[src/sv/vt52_pkg.sv]
`default_nettype none
package vt52_pkg;

    localparam int TAB_STOP   = 8;
    localparam int OUTQ_DEPTH = 4;

    localparam logic [1:0] OP_CHAR   = 2'd0;
    localparam logic [1:0] OP_RAW    = 2'd1;
    localparam logic [1:0] OP_CURSOR = 2'd2;
    localparam logic [1:0] OP_CLEAR  = 2'd3;

    localparam logic [1:0] CFG_COLOUR   = 2'd0;
    localparam logic [1:0] CFG_LAST_ROW = 2'd1;
    localparam logic [1:0] CFG_LAST_COL = 2'd2;

    localparam logic [7:0] RST_ATTR     = 8'h07;
    localparam logic [7:0] RST_LAST_ROW = 8'd24;
    localparam logic [7:0] RST_LAST_COL = 8'd79;

    localparam logic [7:0] CH_TAB   = 8'h09;
    localparam logic [7:0] CH_FF    = 8'h0C;
    localparam logic [7:0] CH_ESC   = 8'h1B;
    localparam logic [7:0] CH_SPACE = 8'h20;
    localparam logic [7:0] CH_BANG  = 8'h21;
    localparam logic [7:0] CH_STAR  = 8'h2A;
    localparam logic [7:0] CH_PLUS  = 8'h2B;
    localparam logic [7:0] CH_A     = 8'h41;
    localparam logic [7:0] CH_B     = 8'h42;
    localparam logic [7:0] CH_C     = 8'h43;
    localparam logic [7:0] CH_D     = 8'h44;
    localparam logic [7:0] CH_E     = 8'h45;
    localparam logic [7:0] CH_H     = 8'h48;
    localparam logic [7:0] CH_J     = 8'h4A;
    localparam logic [7:0] CH_R     = 8'h52;
    localparam logic [7:0] CH_S     = 8'h53;
    localparam logic [7:0] CH_Y     = 8'h59;
    localparam logic [7:0] CH_UNDER = 8'h5F;

    typedef struct packed {
        logic [1:0] op;
        logic [7:0] out_char;
        logic [7:0] out_attr;
        logic [7:0] out_row;
        logic [7:0] out_col;
        logic       last;
    } t_result;

    typedef struct packed {
        logic [1:0] num;
        t_result    res0;
        t_result    res1;
    } t_dec_out;

    function automatic t_result make_result(input logic [1:0] op, input logic [7:0] chr,
                                            input logic [7:0] attr, input logic [7:0] row,
                                            input logic [7:0] col);
        t_result r;
        r.op       = op;
        r.out_char = chr;
        r.out_attr = attr;
        r.out_row  = row;
        r.out_col  = col;
        r.last     = 1'b0;
        return r;
    endfunction

endpackage
`default_nettype wire

[src/sv/vt52_decode.sv]
`default_nettype none
module vt52_decode #(
    parameter int TAB_STOP = vt52_pkg::TAB_STOP
) (
    input  wire logic               i_clk,
    input  wire logic               i_rst_n,
    input  wire logic               i_upd,
    input  wire logic [7:0]         i_ch,
    input  wire logic [7:0]         i_row,
    input  wire logic [7:0]         i_col,
    input  wire logic               i_colour,
    input  wire logic [7:0]         i_last_row,
    input  wire logic [7:0]         i_last_col,
    output vt52_pkg::t_dec_out      o_dec
);

    typedef enum logic [2:0] {
        ST_IDLE = 3'd0,
        ST_ESC  = 3'd1,
        ST_FG   = 3'd2,
        ST_BG   = 3'd3,
        ST_YROW = 3'd4,
        ST_YCOL = 3'd5
    } t_esc_state;

    localparam int NSTOP    = 255 / TAB_STOP;
    localparam int TAB_LAST = NSTOP * TAB_STOP;

    t_esc_state r_state, n_state;
    logic [7:0] r_attr, n_attr;
    logic [7:0] r_crow, n_crow;
    logic [7:0] r_ccol, n_ccol;

    logic [7:0] w_tab_col;
    logic [7:0] w_row_dn, w_row_up, w_col_dn, w_col_up, w_yval;
    vt52_pkg::t_dec_out w_dec;

    function automatic logic [7:0] apply_attr(input logic [7:0] c, input logic [7:0] cand,
                                              input logic [7:0] attr, input logic colour);
        logic [7:0] a;
        a = attr;
        unique case (c)
            vt52_pkg::CH_UNDER: begin
                if (!colour) a = {attr[7], 3'b000, attr[3], 3'b001};
            end
            vt52_pkg::CH_BANG:  a = {attr[7], 3'b111, attr[3], 3'b000};
            vt52_pkg::CH_SPACE: a = vt52_pkg::RST_ATTR;
            vt52_pkg::CH_PLUS:  a = attr | 8'h08;
            vt52_pkg::CH_STAR:  a = attr | 8'h80;
            default: begin
                if (colour) a = cand;
            end
        endcase
        return a;
    endfunction

    // next tab stop above the sampled column, saturating at the last one
    always_comb begin
        w_tab_col = 8'(TAB_LAST);
        for (int k = NSTOP; k >= 1; k--) begin
            if ({1'b0, i_col} < 9'(k * TAB_STOP)) w_tab_col = 8'(k * TAB_STOP);
        end
    end

    assign w_row_dn = (r_crow != 8'd0) ? r_crow - 8'd1 : r_crow;
    assign w_row_up = (r_crow < i_last_row) ? r_crow + 8'd1 : r_crow;
    assign w_col_dn = (r_ccol != 8'd0) ? r_ccol - 8'd1 : r_ccol;
    assign w_col_up = (r_ccol < i_last_col) ? r_ccol + 8'd1 : r_ccol;
    assign w_yval   = i_ch - vt52_pkg::CH_SPACE;

    always_comb begin
        n_state = r_state;
        n_attr  = r_attr;
        n_crow  = r_crow;
        n_ccol  = r_ccol;
        w_dec.num  = 2'd0;
        w_dec.res0 = vt52_pkg::make_result(vt52_pkg::OP_CHAR, 8'd0, 8'd0, 8'd0, 8'd0);
        w_dec.res1 = w_dec.res0;
        unique case (r_state)
            ST_ESC: begin
                n_state = ST_IDLE;
                unique case (i_ch)
                    vt52_pkg::CH_A: begin
                        n_crow = w_row_dn;
                        w_dec.num  = 2'd1;
                        w_dec.res0 = vt52_pkg::make_result(vt52_pkg::OP_CURSOR, 8'd0, 8'd0,
                                                           w_row_dn, r_ccol);
                    end
                    vt52_pkg::CH_B: begin
                        n_crow = w_row_up;
                        w_dec.num  = 2'd1;
                        w_dec.res0 = vt52_pkg::make_result(vt52_pkg::OP_CURSOR, 8'd0, 8'd0,
                                                           w_row_up, r_ccol);
                    end
                    vt52_pkg::CH_C: begin
                        n_ccol = w_col_up;
                        w_dec.num  = 2'd1;
                        w_dec.res0 = vt52_pkg::make_result(vt52_pkg::OP_CURSOR, 8'd0, 8'd0,
                                                           r_crow, w_col_up);
                    end
                    vt52_pkg::CH_D: begin
                        n_ccol = w_col_dn;
                        w_dec.num  = 2'd1;
                        w_dec.res0 = vt52_pkg::make_result(vt52_pkg::OP_CURSOR, 8'd0, 8'd0,
                                                           r_crow, w_col_dn);
                    end
                    vt52_pkg::CH_E: begin
                        n_attr = vt52_pkg::RST_ATTR;
                        n_crow = 8'd0;
                        n_ccol = 8'd0;
                        w_dec.num  = 2'd2;
                        w_dec.res0 = vt52_pkg::make_result(vt52_pkg::OP_CLEAR, 8'd0,
                                                           vt52_pkg::RST_ATTR, 8'd0, 8'd0);
                        w_dec.res1 = vt52_pkg::make_result(vt52_pkg::OP_CURSOR, 8'd0, 8'd0,
                                                           8'd0, 8'd0);
                    end
                    vt52_pkg::CH_H: begin
                        n_crow = 8'd0;
                        n_ccol = 8'd0;
                        w_dec.num  = 2'd1;
                        w_dec.res0 = vt52_pkg::make_result(vt52_pkg::OP_CURSOR, 8'd0, 8'd0,
                                                           8'd0, 8'd0);
                    end
                    vt52_pkg::CH_J: begin
                        w_dec.num  = 2'd1;
                        w_dec.res0 = vt52_pkg::make_result(vt52_pkg::OP_CLEAR, 8'd0, r_attr,
                                                           8'd0, 8'd0);
                    end
                    vt52_pkg::CH_R: n_state = ST_FG;
                    vt52_pkg::CH_S: n_state = ST_BG;
                    vt52_pkg::CH_Y: n_state = ST_YROW;
                    default: ;
                endcase
            end
            ST_FG: begin
                n_state = ST_IDLE;
                n_attr  = apply_attr(i_ch, {r_attr[7:4], i_ch[3:0]}, r_attr, i_colour);
            end
            ST_BG: begin
                n_state = ST_IDLE;
                n_attr  = apply_attr(i_ch, {i_ch[3:0], r_attr[3:0]}, r_attr, i_colour);
            end
            ST_YROW: begin
                n_state = ST_YCOL;
                n_crow  = w_yval;
            end
            ST_YCOL: begin
                n_state = ST_IDLE;
                n_ccol  = w_yval;
                w_dec.num  = 2'd1;
                w_dec.res0 = vt52_pkg::make_result(vt52_pkg::OP_CURSOR, 8'd0, 8'd0,
                                                   r_crow, w_yval);
            end
            default: begin
                n_state = ST_IDLE;
                priority if (i_ch[7:5] != 3'b000) begin
                    w_dec.num  = 2'd1;
                    w_dec.res0 = vt52_pkg::make_result(vt52_pkg::OP_CHAR, i_ch, r_attr,
                                                       8'd0, 8'd0);
                end else if (i_ch == vt52_pkg::CH_TAB) begin
                    n_crow = i_row;
                    n_ccol = w_tab_col;
                    w_dec.num  = 2'd1;
                    w_dec.res0 = vt52_pkg::make_result(vt52_pkg::OP_CURSOR, 8'd0, 8'd0,
                                                       i_row, w_tab_col);
                end else if (i_ch == vt52_pkg::CH_FF) begin
                    n_crow = 8'd0;
                    n_ccol = 8'd0;
                    w_dec.num  = 2'd2;
                    w_dec.res0 = vt52_pkg::make_result(vt52_pkg::OP_CURSOR, 8'd0, 8'd0,
                                                       8'd0, 8'd0);
                    w_dec.res1 = vt52_pkg::make_result(vt52_pkg::OP_CLEAR, 8'd0, r_attr,
                                                       8'd0, 8'd0);
                end else if (i_ch == vt52_pkg::CH_ESC) begin
                    n_state = ST_ESC;
                    n_crow  = i_row;
                    n_ccol  = i_col;
                end else begin
                    w_dec.num  = 2'd1;
                    w_dec.res0 = vt52_pkg::make_result(vt52_pkg::OP_RAW, i_ch, 8'd0,
                                                       8'd0, 8'd0);
                end
            end
        endcase
        w_dec.res0.last = (w_dec.num == 2'd1);
        w_dec.res1.last = 1'b1;
    end

    assign o_dec = w_dec;

    always_ff @(posedge i_clk) begin
        if (!i_rst_n) begin
            r_state <= ST_IDLE;
            r_attr  <= vt52_pkg::RST_ATTR;
            r_crow  <= 8'd0;
            r_ccol  <= 8'd0;
        end else if (i_upd) begin
            r_state <= n_state;
            r_attr  <= n_attr;
            r_crow  <= n_crow;
            r_ccol  <= n_ccol;
        end
    end

    a_y_row_then_col: assert property (@(posedge i_clk) disable iff (!i_rst_n)
        (i_upd && r_state == ST_YROW) |=> (r_state == ST_YCOL))
        else $error("Y row byte not followed by column state");
    a_two_last: assert property (@(posedge i_clk) disable iff (!i_rst_n)
        (w_dec.num == 2'd2) |-> (!w_dec.res0.last && w_dec.res1.last))
        else $error("last flag misplaced on two-result byte");
    a_esc_no_result: assert property (@(posedge i_clk) disable iff (!i_rst_n)
        (i_upd && n_state != ST_IDLE) |-> (w_dec.num == 2'd0))
        else $error("result emitted inside an escape sequence");

endmodule
`default_nettype wire

[src/sv/vt52_outq.sv]
`default_nettype none
module vt52_outq (
    input  wire logic               i_clk,
    input  wire logic               i_rst_n,
    input  wire logic [1:0]         i_push_n,
    input  wire vt52_pkg::t_result  i_res0,
    input  wire vt52_pkg::t_result  i_res1,
    input  wire logic               i_pop,
    output logic                    o_valid,
    output vt52_pkg::t_result       o_head,
    output logic                    o_room
);

    localparam int DEPTH = vt52_pkg::OUTQ_DEPTH;
    localparam int PTR_W = $clog2(DEPTH);
    localparam int CNT_W = $clog2(DEPTH + 1);

    vt52_pkg::t_result r_mem [DEPTH];
    logic [PTR_W-1:0]  r_rd, n_rd;
    logic [PTR_W-1:0]  r_wr, n_wr;
    logic [CNT_W-1:0]  r_count, n_count;
    logic [PTR_W-1:0]  w_wr1;

    assign w_wr1   = r_wr + PTR_W'(1);
    assign o_valid = (r_count != '0);
    assign o_head  = r_mem[r_rd];
    // room for a two-beat byte once this cycle's pop is counted
    assign o_room  = (r_count <= CNT_W'(DEPTH - 2)) ||
                     ((r_count == CNT_W'(DEPTH - 1)) && i_pop);

    always_comb begin
        n_rd    = i_pop ? r_rd + PTR_W'(1) : r_rd;
        n_wr    = r_wr + PTR_W'(i_push_n);
        n_count = r_count + CNT_W'(i_push_n) - CNT_W'(i_pop);
    end

    always_ff @(posedge i_clk) begin
        if (!i_rst_n) begin
            r_rd    <= '0;
            r_wr    <= '0;
            r_count <= '0;
        end else begin
            r_rd    <= n_rd;
            r_wr    <= n_wr;
            r_count <= n_count;
        end
    end

    always_ff @(posedge i_clk) begin
        if (i_push_n != 2'd0) begin
            r_mem[r_wr] <= i_res0;
        end
        if (i_push_n == 2'd2) begin
            r_mem[w_wr1] <= i_res1;
        end
    end

    a_no_overfill: assert property (@(posedge i_clk) disable iff (!i_rst_n)
        (i_push_n != 2'd0) |-> o_room)
        else $error("push into output queue without room");
    a_count_bound: assert property (@(posedge i_clk) disable iff (!i_rst_n)
        r_count <= CNT_W'(DEPTH))
        else $error("output queue count beyond depth");
    a_pop_nonempty: assert property (@(posedge i_clk) disable iff (!i_rst_n)
        i_pop |-> o_valid)
        else $error("pop from empty output queue");

endmodule
`default_nettype wire

[src/sv/vt52_escape_decoder.sv]
// VT52 escape decoder: terminal bytes in, display commands out.
// Input channel: i_in_valid / o_in_stall with i_ch, i_cur_row, i_cur_col.
// The cursor fields are only looked at for ESC and TAB bytes.
// Output channel: o_out_valid / i_out_stall with o_op, o_out_char,
// o_out_attr, o_out_row, o_out_col and o_last; o_last marks the final
// beat caused by one byte. A byte gives zero, one or two beats.
// Configuration: i_cfg_we writes i_cfg_data to register i_cfg_idx
// (0 colour display, 1 last row, 2 last column); write only when idle.
// A byte passes through the input register, then the output queue.
// Throughput: one byte per cycle while the receiver does not stall and each
// byte gives at most one beat; a two-beat byte (ESC E, form feed) needs two output beats.
// The input register feeds decode logic that writes a four-entry output
// queue; a byte leaves the input register only when two entries are free,
// counting an entry popped in the same cycle.
// When the receiver stalls, the queue fills and o_in_stall rises after the
// input register holds a byte; nothing is dropped.
// Reset (synchronous, active low) empties the queue, returns to the idle
// escape state, attribute 0x07, cursor 0,0 and the default registers.
`default_nettype none
module vt52_escape_decoder #(
    parameter int TAB_STOP = vt52_pkg::TAB_STOP
) (
    input  wire logic       i_clk,
    input  wire logic       i_rst_n,
    input  wire logic       i_in_valid,
    output logic            o_in_stall,
    input  wire logic [7:0] i_ch,
    input  wire logic [7:0] i_cur_row,
    input  wire logic [7:0] i_cur_col,
    output logic            o_out_valid,
    input  wire logic       i_out_stall,
    output logic [1:0]      o_op,
    output logic [7:0]      o_out_char,
    output logic [7:0]      o_out_attr,
    output logic [7:0]      o_out_row,
    output logic [7:0]      o_out_col,
    output logic            o_last,
    input  wire logic       i_cfg_we,
    input  wire logic [1:0] i_cfg_idx,
    input  wire logic [7:0] i_cfg_data
);

    logic       r_colour;
    logic [7:0] r_last_row;
    logic [7:0] r_last_col;

    logic       r_in_valid;
    logic [7:0] r_in_ch;
    logic [7:0] r_in_row;
    logic [7:0] r_in_col;

    logic               w_room;
    logic               w_adv;
    logic               w_pop;
    logic               w_load;
    logic [1:0]         w_push_n;
    vt52_pkg::t_dec_out w_dec;
    vt52_pkg::t_result  w_head;

    assign w_adv      = r_in_valid && w_room;
    assign o_in_stall = r_in_valid && !w_room;
    assign w_load     = !o_in_stall;
    assign w_pop      = o_out_valid && !i_out_stall;
    assign w_push_n   = w_adv ? w_dec.num : 2'd0;

    always_ff @(posedge i_clk) begin
        if (!i_rst_n) begin
            r_colour   <= 1'b1;
            r_last_row <= vt52_pkg::RST_LAST_ROW;
            r_last_col <= vt52_pkg::RST_LAST_COL;
        end else if (i_cfg_we) begin
            unique case (i_cfg_idx)
                vt52_pkg::CFG_COLOUR:   r_colour   <= i_cfg_data[0];
                vt52_pkg::CFG_LAST_ROW: r_last_row <= i_cfg_data;
                vt52_pkg::CFG_LAST_COL: r_last_col <= i_cfg_data;
                default: ;
            endcase
        end
    end

    always_ff @(posedge i_clk) begin
        if (!i_rst_n) begin
            r_in_valid <= 1'b0;
        end else if (w_load) begin
            r_in_valid <= i_in_valid;
        end
    end

    always_ff @(posedge i_clk) begin
        if (w_load) begin
            r_in_ch  <= i_ch;
            r_in_row <= i_cur_row;
            r_in_col <= i_cur_col;
        end
    end

    vt52_decode #(
        .TAB_STOP (TAB_STOP)
    ) u_decode (
        .i_clk      (i_clk),
        .i_rst_n    (i_rst_n),
        .i_upd      (w_adv),
        .i_ch       (r_in_ch),
        .i_row      (r_in_row),
        .i_col      (r_in_col),
        .i_colour   (r_colour),
        .i_last_row (r_last_row),
        .i_last_col (r_last_col),
        .o_dec      (w_dec)
    );

    vt52_outq u_outq (
        .i_clk    (i_clk),
        .i_rst_n  (i_rst_n),
        .i_push_n (w_push_n),
        .i_res0   (w_dec.res0),
        .i_res1   (w_dec.res1),
        .i_pop    (w_pop),
        .o_valid  (o_out_valid),
        .o_head   (w_head),
        .o_room   (w_room)
    );

    assign o_op       = w_head.op;
    assign o_out_char = w_head.out_char;
    assign o_out_attr = w_head.out_attr;
    assign o_out_row  = w_head.out_row;
    assign o_out_col  = w_head.out_col;
    assign o_last     = w_head.last;

endmodule
`default_nettype wire
[config.mk]
export PLATFORM = sky130hd
export DESIGN_NAME = vt52_escape_decoder
export DESIGN_NICKNAME = d
export VERILOG_FILES = /design/src/sv/vt52_pkg.sv /design/src/sv/vt52_decode.sv /design/src/sv/vt52_outq.sv /design/src/sv/vt52_escape_decoder.sv
export SDC_FILE = /design/constraint.sdc
export NUM_CORES = 1
export LEC_CHECK = 0
export BUFFER_PORTS_ARGS = -buffer_cell sky130_fd_sc_hd__buf_2
export CORE_UTILIZATION = 55
export CTS_CLUSTER_SIZE = 12
export DETAILED_ROUTE_END_ITERATION = 7
export PLACE_DENSITY_LB_ADDON = 0.1
export SLEW_MARGIN = 20
export SYNTH_ARGS = -nofsm -noshare
export SYNTH_HDL_FRONTEND = slang
export SYNTH_SLANG_ARGS = --single-unit
[constraint.sdc]
create_clock -name i_clk -period 3.52 [get_ports i_clk]
set_input_delay 0.704 -clock i_clk [delete_from_list [all_inputs] [get_ports i_clk]]
set_output_delay 0.704 -clock i_clk [all_outputs]
set_load 0.03 [all_outputs]
# Word level (Yosys, flattened, before mapping)
# Memories as Yosys holds them, arrays and structs flattened. A register that Yosys moved wholly into a read port is not among the register bits.
# Index checks and enable logic that the tools add are counted.
# W data, S select, Z words.
# totals
register_bits	76
wordCells	216
n_memories	1
ram_bits	140
output_inout_bits	37
inputBits	39
# op_classes
magnitude_cmp	33
muxes	77
bitwise_logic	2
reduce_logical	29
n_eq_ne	47
addsub	10
# mem_list
memory	words	width	read_ports	rd_clocked_by_memory_dff	wr	line_no	source
u_outq.r_mem	4	35	1	1	2	vt52_outq.sv:18	vt52_pkg::t_result r_mem [DEPTH];
# ops
operator	count
$mux W8	43
$pmux W37 S7	1
$mux W35	4
$lt A8 B8 Y1 const B	15
$pmux W8 S3	5
$mux W37	3
$pmux W37 S3	1
$eq A8 B7 Y1 const B	11
$pmux W8 S5	2
$pmux W35 S2	1
$lt A8 B7 Y1 const B	8
$mux W36	1
$reduce_and A9 Y1	4
$eq A8 B6 Y1 const B	4
$lt A8 B6 Y1 const B	4
$ne A4 B4 Y1 const B	6
$ne A5 B5 Y1 const B	4
$pmux W3 S3	2
$add A8 B1 Y8 const B	2
$eq A8 B4 Y1 const B	2
$lt A8 B5 Y1 const B	2
$lt A8 B8 Y1	2
$reduce_bool A8 Y1	2
$sub A8 B1 Y8 const B	2
other kinds (33)	67

# Depth between registers and ports, before layout
# depth
word_depth	38
mapped_depth	16
ltp_nobuf	15

# By module
# From an unflattened synthesis, not the netlist that was laid out.
# unflattened
cells_unflattened	1183
area_unflattened_um2	13430.4
# by_module_without_submodules
module	seq_area_each_um2	cells_per_inst	area_each_um2	n_inst
vt52_outq	4384.2	386	7224.4	1
vt52_decode	540.5	693	4710.8	1
vt52_escape_decoder	1081.0	104	1495.2	1

# Worst setup path before layout
# Ideal clock, no wire load.
# synth_path
kind	register to register
startpoint	register r_in_ch[5]
endpoint	register u_outq.r_count[2]
path_stages_with_launch	17
path_slack_ns	0.099
arrival_time_ns	3.293
path_buffers	2
synth_period_minus_slack_ns	3.421
setup_ns	0.128
required_ns	3.392
cell_sequence	edfxtp_1 -> buf_6 -> or4_4 -> or2_1 -> buf_6 -> o211a_1 -> o32a_1 -> o221ai_1 -> nand2_1 -> ha_1 -> inv_1 -> ha_1 -> inv_1 -> fa_1 -> xnor2_1 -> xnor2_1 -> nor2_1
# synth_between
elab_chain_cells	9
elab_cells_between_ends	20
classes_between	2 x add/sub; 10 x eq/ne; 7 x mux; 1 x reduce/logical
# synth_lines
item	line_no	source
start: declaration	vt52_escape_decoder.sv:48	logic [7:0] r_in_ch;
start signal: assignment	vt52_escape_decoder.sv:91	r_in_ch <= i_ch;
$eq A8 B5 Y1	vt52_decode.sv:174	end else if (i_ch == vt52_pkg::CH_ESC) begin
$mux W36	vt52_decode.sv:174	
$mux W37	vt52_decode.sv:166	end else if (i_ch == vt52_pkg::CH_FF) begin
$mux W37	vt52_decode.sv:160	end else if (i_ch == vt52_pkg::CH_TAB) begin
$mux W37	vt52_decode.sv:156	priority if (i_ch[7:5] != 3'b000) begin
$pmux W37 S3 (*)	vt52_decode.sv:79	unique case (r_state)
$mux W2 (*)	vt52_escape_decoder.sv:64	assign w_push_n = w_adv ? w_dec.num : 2'd0;
$add A3 B2 Y3 (*)	vt52_outq.sv:34	n_count = r_count + CNT_W'(i_push_n) - CNT_W'(i_pop);
$sub A3 B1 Y3 (*)	vt52_outq.sv:34	
end signal: assignment	vt52_outq.sv:45	r_count <= n_count;
end: declaration	vt52_outq.sv:21	logic [CNT_W-1:0] r_count, n_count;
# Every way passes the cells marked *; elsewhere a longest branch is shown, timed or not.
# A chain may end at the register's enable or synchronous reset.

# Worst setup path in the final report
# layout_path
startpoint	register r_in_ch[6]
endpoint	register u_outq.r_count[2]
# Same word-level chain as after synthesis.

==> results.md <==
Status:
- The flow ran to the end, but the final reports show violations.
- The final reports fail on DRC.

Power and ir drop:
- Dividing total power by cell area gives a power density of 529 nW/um^2.
- The worst ir drop on vdd is 0.370 mV.
- The completed layout was analyzed and its total power is 0.00732 W.
- The leakage component of the power is 5.89 nW.

Timing:
- Setup repair after global routing left no endpoint under its margin.
- The final count of hold timing violations is 0.
- The final period utilization is 0.961.
- The total count of max-transition violations in the final report was 0.
- The total setup violations reported at the end of the flow is 0.
- The clock arrives with 0.0206 ns of skew.
- The transition time of the tightest slew-check pin is 0.788 ns.
- In this run the tightest slew margin relative to its limit is 0.467.
- Final hold analysis gives a worst-case slack of 0.350 ns.
- The highest achievable clock rate is 0.296 GHz.
- After routing, the total negative slack on setup checks comes to 0 ns.
- The smallest clock period supported by the final layout is computed as 3.38 ns.

Clock network:
- TritonCTS built the clock tree.
- In this run the clock root is driven by a sky130_fd_sc_hd__clkbuf_16.
- CTS built an H-tree with a depth of 1.
- The maximum buffer depth of the clock tree is 3.
- TritonCTS created 24 clock buffers.
- The post-CTS clock slew at the launch and capture registers of the worst setup and hold paths is 0.06 ns.
- Clock tree synthesis found a total of 218 sinks.
- The clock reaches the later pin of the worst-skew pair after 0.53 ns.

Layout:
- The antenna diode count is 0.
- In the final layout, flip-flops and latches occupy 5010 um^2.
- The count of filler cells inserted in the layout is 1,871.
- The utilization after layout is 0.637.
- Of the cells placed in the final design, the portion with a size suffix greater than 1 is 0.184.
- After the last flow step, the layout net total stands at 1,436.
- The layout overhead on the synthesized area is 13.6%.
- The commonest non-fill, non-tap cell in the layout is sky130_fd_sc_hd__nand2_1.
- The area of combinational cells with multiple inputs is 6600 um^2.
- In the layout the commonest cells are sky130_fd_sc_hd__nand2_1, sky130_fd_sc_hd__dfxtp_1, sky130_fd_sc_hd__mux2i_1.

Floorplanning:
- The die area is 22,800 um^2.
- The initial core utilization is 0.560.
- The number of ports placed on the die boundary is 76.
- From left edge to right edge, the die measures 151 um.
- The floorplan step set the die height to 151 um.
- The number of rows created at floorplan is 54.
- The core footprint is 21,800 um^2.

Routing:
- The count of routing violations after the opening detailed-route iteration is 816.
- Once detail routing completed, the nets flagged for antenna violations numbered 0.
- The post-detailed-route via-to-cell ratio is 6.25.
- After detailed routing, the average wire length per cell comes to 20.8 um.
- The number of design rule violations left after detail routing is 1.
- The number of detailed-route iterations in the first pass is 8.
- The detailed router placed 10,404 vias in this run.
- The routed design has 34,700 um of wire.

Placement:
- Summed over all nets, the half-perimeter wirelength after detailed placement is 24,300 um.
- The global placer's final weighted congestion is 0.952.
- Input and output buffers added on the ports amount to 75.

Synth:
- The flop and latch count out of synthesis is 218.
- The synthesized design spends more area on one cell type than any other, namely sky130_fd_sc_hd__dfxtp_1.
- The count of different cell masters after synthesis is 86.
- Among all flip-flop cells after synthesis, the most frequent one is sky130_fd_sc_hd__dfxtp_1.
- The cell count after synthesis came out at 1,278.
- The number of nets handed over by synthesis was 1,344.
- The sequential cell area fraction in the yosys report is 0.411.
- The cell area that synthesis handed to floorplanning was 12,200 um^2.
- The share of synthesized registers carrying an async set or reset is 0.
- The synthesized design contains 64 enable-type register cells.
- The total of warnings raised by yosys is 0.
- The top cell type's share of synthesized area is 0.253.
- The mean instance size in the synthesized netlist is 9.54 um^2.
- Ranked by total cell area, the synthesized netlist is headed by sky130_fd_sc_hd__dfxtp_1, sky130_fd_sc_hd__edfxtp_1, sky130_fd_sc_hd__mux2i_1.

Global route:
- The residual overflow from global routing is 0.
- The initial antenna violation count is 0.
- The largest net degree at the start of global routing is 36.
- The first global-routing pass estimated 54,000 um of wire.
- The via count of the first global-routing pass was 9,876.
- The all-layer global routing usage is 0.305.

Setup path:
- The worst setup path startpoint is r_in_ch[6].
- The critical path goes through or4_4 > or2_1 > o211a_1 > o32a_1 > o221ai_2 > nand2_2 > ha_1 > inv_1 > ha_1 > inv_1 > fa_1 > xnor2_1 > xnor2_1 > nor2_1.
- The largest single stage delay on the critical path is 0.55 ns.
- The type of the worst setup path is flip-flop to flip-flop.
- On the critical path, the stage with the largest delay is an instance of sky130_fd_sc_hd__or4_4.
- The critical path runs through a total of 14 cells.
- The startpoint of the most critical register-to-register path is r_in_ch[6].
- STA classifies the critical path startpoint as a flip-flop.
- Data arrives at the worst endpoint at 3.79 ns.
- The number of cells on the worst reg-to-reg path is 14.
- The worst setup path is captured at a flip-flop.
- The maximum fanout along the worst path is 3.
- Among cell families on the critical path, the largest total delay comes from simple AND/OR/NAND/NOR gates.
- In this run the register-to-register setup slack is 0.14 ns.
- The critical path data required time is 3.92 ns.
- The worst register-to-register path ends at u_outq.r_count[2].
- Counting both buffers and inverters, the worst setup path holds a total of 2.

Min path:
- The end of the worst hold path is r_in_col[5].
- The hold path depth is 1.
- The startpoint of the worst hold path is i_cur_col[5].
- The path class of the tightest hold or removal check is input pin to flip-flop.

Run:
- The number of max-capacitance violations reported is 0.
## cells in the mapped netlist (all sizes together) (5+ instances only)
cell type    n
a221oi       6
a21oi       52
inv         36
and3        10
a32o         6
nand2      211
nor2b       15
o211a        6
ha          26
nor2        55
edfxtp      64
nor3b        8
a21o         7
a311oi       5
and2        30
o21a         6
nand2b      14
o31a         5
nor4         8
xor2         8
nand3b       6
dfxtp      154
nor3        28
xnor2       11
clkbuf      67
o32ai        5
buf         26
a211oi       7
o221ai       6
a31oi       14
o21ai       69
o211ai      17
o31ai        8
nand3       23
mux2i      106
or3         13
mux4        35
or2         14
a22oi        8
## layout make-up
cell class              instances  area share
clock inverters                10     0.00569
multi-input cells             931       0.476
flip-flops and latches        218       0.361
inverters                      36     0.00975
clock buffers                  31      0.0482
well taps                     280      0.0253
repair buffers                159      0.0735
## where the power goes
part	leakage [nW]	internal [W]	total [W]	switching, W
clock	0.365	0.00140	0.00240	0.000998
sequential	1.89	0.00283	0.00297	0.000141
combinational	3.63	0.000776	0.00196	0.00118
total	5.89	0.00501	0.00732	0.00232
## stage by stage
step / cell area [um^2] / cells / setup slack (ns)
2_1_floorplan: 12200 / 1278 / 0.0990
3_3_place_gp: 13100 / 1622 / 0.202
3_5_place_dp: 13100 / 1622 / 0.131
4_1_cts: 13800 / 1663 / 0.103
5_1_grt: 13900 / 1665 / 0.00413
6_report: 13900 / 1665 / 0.136
## sequential cells by signal, indices dropped and copies added, names as in the netlist, named ones only
register	flops
u_outq.r_wr	2
u_outq.r_rd	2
r_last_col	8
r_in_ch	8
r_last_row	8
r_in_row	8
u_outq.r_mem	140
r_in_col	8
r_in_valid	1
u_decode.r_attr	8
u_decode.r_state	3
u_decode.r_crow	8
r_colour	1
u_outq.r_count	3
u_decode.r_ccol	8
## cell families (layout without fill, tap and decap cells)
family,after synthesis,after routing,synth area share
flip-flops,218,218,0.411
adder cells (fa/ha/maj),27,27,0.0283
AO/OA/AOI/OAI,281,281,0.161
AND/OR/NAND/NOR,461,461,0.184
XOR/XNOR,19,19,0.0136
multiplexers,143,143,0.154
buffers and inverters,129,236,0.0494
## per-layer routing
metal / share of wire / vias up / global-route usage
met5: 0 / - / 0
met4: 0.022 / 0 / 0.0900
met3: 0.067 / 65 / 0.0428
met2: 0.47 / 437 / 0.503
met1: 0.44 / 5006 / 0.416
li1: - / 4896 / -
## worst max-delay path by stage
stage                              to  slack (ns)
floorplan           u_outq.r_count[2]         0.1
global placement    u_outq.r_count[2]        0.20
finish              u_outq.r_count[2]        0.14
CTS                 u_outq.r_count[2]        0.10
global route        u_outq.r_count[2]       0.004
detailed placement  u_outq.r_count[2]        0.13
## what timing repair did
item | 4_1_cts | 5_1_grt
endpoints found under the setup margin | 0 | 1
buffers inserted | 0 | 2
hold buffers | 0 | 0
resized for setup | 0 | 3
Power figures use the tool's default switching activity.
